File: src/sv/basca_ram.sv
// ----------------------------------------------------------------------------
// basca_ram: generic single-write, single-read synchronous RAM
// One write port and one read port; read data is registered and holds
// until the next read.
// ----------------------------------------------------------------------------
module basca_ram #(
   parameter int WIDTH = 8,
   parameter int DEPTH = 256
) (
   input  logic                     clock,
   input  logic                     wr_en,
   input  logic [$clog2(DEPTH)-1:0] wr_addr,
   input  logic [WIDTH-1:0]         wr_data,
   input  logic                     rd_en,
   input  logic [$clog2(DEPTH)-1:0] rd_addr,
   output logic [WIDTH-1:0]         rd_data
);

   logic [WIDTH-1:0] mem_ff [DEPTH];
   logic [WIDTH-1:0] rd_data_ff;

   // Write, then registered read
   always_ff @(posedge clock) begin
      if (wr_en) begin
         mem_ff[wr_addr] <= wr_data;
      end
      if (rd_en) begin
         rd_data_ff <= mem_ff[rd_addr];
      end
   end

   assign rd_data = rd_data_ff;

endmodule

File: config.mk
export PLATFORM = sky130hd
export DESIGN_NAME = basca_ram
export DESIGN_NICKNAME = d
export VERILOG_FILES = /design/src/sv/basca_ram.sv
export SDC_FILE = /design/constraint.sdc
export NUM_CORES = 2
export LEC_CHECK = 0
export ABC_AREA = 1
export BUFFER_PORTS_ARGS = -buffer_cell sky130_fd_sc_hd__buf_2
export CELL_PAD_IN_SITES_DETAIL_PLACEMENT = 1
export CELL_PAD_IN_SITES_GLOBAL_PLACEMENT = 1
export CORE_AREA = 2 2 389 487
export CTS_BUF_LIST = sky130_fd_sc_hd__clkbuf_16
export DETAILED_ROUTE_END_ITERATION = 6
export DIE_AREA = 0 0 391 489
export PLACE_DENSITY = 0.71
export REMOVE_ABC_BUFFERS = 1
export SETUP_SLACK_MARGIN = 0.2
export SYNTH_ARGS = -nofsm -noshare
export SYNTH_HDL_FRONTEND = slang
export SYNTH_SLANG_ARGS = --single-unit
File: constraint.sdc
create_clock -name clock -period 4.3 [get_ports clock]
set_clock_uncertainty 0.15 [all_clocks]
set_input_delay 0.43 -clock clock [delete_from_list [all_inputs] [get_ports clock]]
set_output_delay 0.43 -clock clock [all_outputs]
set_load 0.02 [all_outputs]
# --- Word level (Yosys, flattened, before mapping) ---
# Memory sizes are Yosys's and may differ from the RTL's. A register that Yosys moved wholly into a read port is not among the register bits.
# Cells that the tools add are included.
op_classes:
  mux: 2
op_table:
  columns: ["cell", "count"]
  rows:
  - ["1-bit 2-to-1 mux", 2]
word_totals:
  inputBits: 27
  ramBits: 2048
  reg_bits: 0
  word_cells: 3
  memories: 1
mem_list:
  columns: ["memory", "depth", "width", "rd", "rd_ports_with_merged_regs", "wr", "line", "rtl"]
  rows:
  - ["mem_ff", 256, 8, 1, 1, 1, "19", "logic [WIDTH-1:0] mem_ff [DEPTH];"]

# --- Logic depth before layout (Yosys ltp) ---
logic_depth:
  ltp_word: 2
  depth_mapped: 15
  mapped_depth_nobuf: 11

# --- Worst setup path after synthesis ---
# No wires, ideal clock.
synth_timing:
  path_type: "input -> register"
  startpoint: "input wr_en"
  endpoint: "memory mem_ff[162][0] (enable)"
  n_path_buf: 2
  stages: 4
  path_slack_ns: 2.229
  setup_ns: 0.370
  arrival_time_ns: 1.551
  required_ns: 3.780
  cell_sequence: "clkbuf_1 nand3_1 clkbuf_1 nor2_1"
synth_via:
  elab_chain_len: 2
synth_rtl:
  columns: ["element", "line", "rtl"]
  rows:
  - ["start: declaration", "11", "input logic wr_en,"]
  - ["1-bit 2-to-1 mux", "24", "if (wr_en) begin"]
  - ["1-bit 2-to-1 mux (implied by the code)", "25", "mem_ff[wr_addr] <= wr_data;"]
  - ["end: declaration", "19", null]
# Every way passes these cells.

==> results.ini <==
[critical_path]
cp-end-kind = flop
path_delay_family = simple AND/OR/NAND/NOR gates
path_class = input port to flop
path_buf_inv = 3
critPathLaunchType = input port
max_stage_delay_ps = 640
cp.required_ps = 4850
critPathSlowestCell = buf_4
arrival_ps = 3750
critPathMaxFanout = 125
crit_path_frequent_cell = nand3_1
path_cells = buf_8 -> inv_16 -> buf_4 -> nand2_1 -> nand3_1 -> nand3_1 -> nand3_1 -> nand3_1 -> nand3_1 -> nand3_1 -> nand2_1 -> nand2_1 -> nand2_1

[finish]
syn2layout_area_growth_pct = 11.1
drive_gt1_frac = 0.0745
final_area_sq_mm = 0.0928
nNetsFinal = 7012
instances_no_fill = 9579
fill_cells = 19301

[power_and_ir_drop]
total_power_mw = 41.4
leakage_nw = 32.2
p_per_area_mw_per_mm2 = 446
ir_drop_uv = 411

[clock_network]
cts_hold_buf = 10
cts_setup_buffers = 0
clock_sinks = 2056
cts_tree = done
clock_latency_ps = 850
cts_buffers = 194
cts_resized = 0
root_buffer = clkbuf_16
path_clk_slew_ps = 70
clockBufferDepth = 3
htree_levels = 4

[global_route]
grt_pass1_wl_mm = 386
grt_overflow = 0
grt_start_max_net_pins = 149
grt_antenna_before_repair = 7
gr-usage-all-layers = 0.273
grt_pass1_vias = 59173

[synthesis]
yosysUniqueCellTypes = 13
postSynthCellCount = 7003
yosys-top-cells-area = edfxtp_1 74%, nand3_1 12%, nand2_1 9.5%
syn_area_per_cell_sq_um = 11.9
synth_area_sq_mm = 0.0835
yosysSeqAreaShare = 0.740
yosys.area.top_type_share = 0.740
yosys_warnings = 0
synth.largest_area_cell = edfxtp_1
ys_ff_latch = 2056

[run_status]
status = finished clean

[timing]
hold_viol = 0
fin_crit_sh = 0.745
setup_viol_count_final = 0
timing.fmax_mhz = 312
tightest_slew_ps = 1210
slew_viol_final = 0
finalCriticalPeriod_ps = 3200
rsz0062_at_grt = false
slew_headroom = 0.190

[floorplan]
die_x_um = 391
core_area_sq_mm = 0.187
start_util = 0.446
die_y_um = 489
core.rowCount = 178
dieArea_sq_mm = 0.191
ios = 35

[routing]
dr.pass1.iters = 5
wl_per_cell_um = 27.2
viasPerCell = 5.91
antenna_left = 0
route.detailed.drc = 0
routed_wl_mm = 261
drtIter0Drc = 5492
vias = 56569

[placed_design]
port_buffers = 34
post_dp_cell_area_sq_mm = 0.0866
gp_congestion = 0.846
dpl.hpwl_mm = 154
dpl.cell_count = 9209

[min_path]
min_path_type = input port to flop

[run]
drv_cap = 0

==> layout make-up <==
type                       instances  area (sq um)  area share
sequential                      2056         61700       0.666
multi-input combinational       4425         19200       0.207
clock buffer                     198          4950      0.0534
tap                             2430          3040      0.0328
timing repair buffer             269          2600      0.0281
clock inverter                   155          1060      0.0115
inverter                          39           180     0.00194
antenna                            7          17.5    0.000189
==> worst paths after layout <==
path | start | to | slack, ps | cells past startpoint
setup / recovery | rd_addr[0] | rd_data[4] | 1100 | 13
hold / removal | wr_addr[1] | mem_ff[146][1] | 340 | 5
setup reg to reg | mem_ff[29][4] | rd_data[4] | 1560 | 10
hold reg to reg | mem_ff[194][5] | rd_data[5] | 1040 | 10
==> registers in the layout, indices dropped and copies added (netlist names) <==
name	cells
rd_data	8
mem_ff	2048
==> routing by layer <==
metal,vias up,global-route usage,wire (um)
li1,24821,-,-
met1,29155,0.346,103000
met2,2044,0.463,130000
met3,545,0.0387,16200
met4,4,0.128,12000
met5,-,0,32
==> synth_stat cells <==
cell type and number:
buf_2 268, buf_8 1, inv_1 36, clkbuf_1 112, buf_1 40, nand2_1 2123
nor2_1 283, edfxtp_1 2056, inv_2 2, nand3_1 2019, inv_4 1, buf_6 16
buf_4 46
==> cells in the final DEF, fill, tap and decap left out, types with 7 or more instances in the layout <==
cell type,instances
buf_2,21
inv_1,78
diode_2,7
nand2_2,10
buf_12,42
edfxtp_1,2056
clkinv_1,51
inv_6,7
clkinv_2,32
clkbuf_16,198
dlygate4sd3_1,10
bufinv_16,12
buf_4,184
buf_8,11
nand2_1,2113
nor2_1,283
nand3_1,2019
==> worst reg2reg max path, delay by kind of cell, from the launching register on <==
| family | cells | cell delay (ps) |
|---|---|---|
| DFF | 1 | 360 |
| and+or+nand+nor | 10 | 1970 |
==> report_power, final <==
part | switching, mW | internal [mW]
clock | 7.54 | 9.04
sequential | 0.0336 | 22.1
combinational | 2.05 | 0.613
==> logic make-up (layout without fill, tap and decap cells) <==
logic type | after synthesis | count (layout) | synth area share
buffers and inverters | 522 | 661 | 0.0312
DFF | 2056 | 2056 | 0.740
and+or+nand+nor | 4425 | 4425 | 0.229
other | 0 | 7 | 0
==> stage by stage <==
step	setup WS [ps]	setup TNS, ps	util	hold WS (ps)
global route	1130	0	0.496	336
CTS	1240	0	0.496	262
floorplan	-2000	-15970	-	379
finish	1100	0	0.496	344
detailed placement	376	0	0.463	713
global placement	443	0	0.463	699
Power figures use the tool's default switching activity.
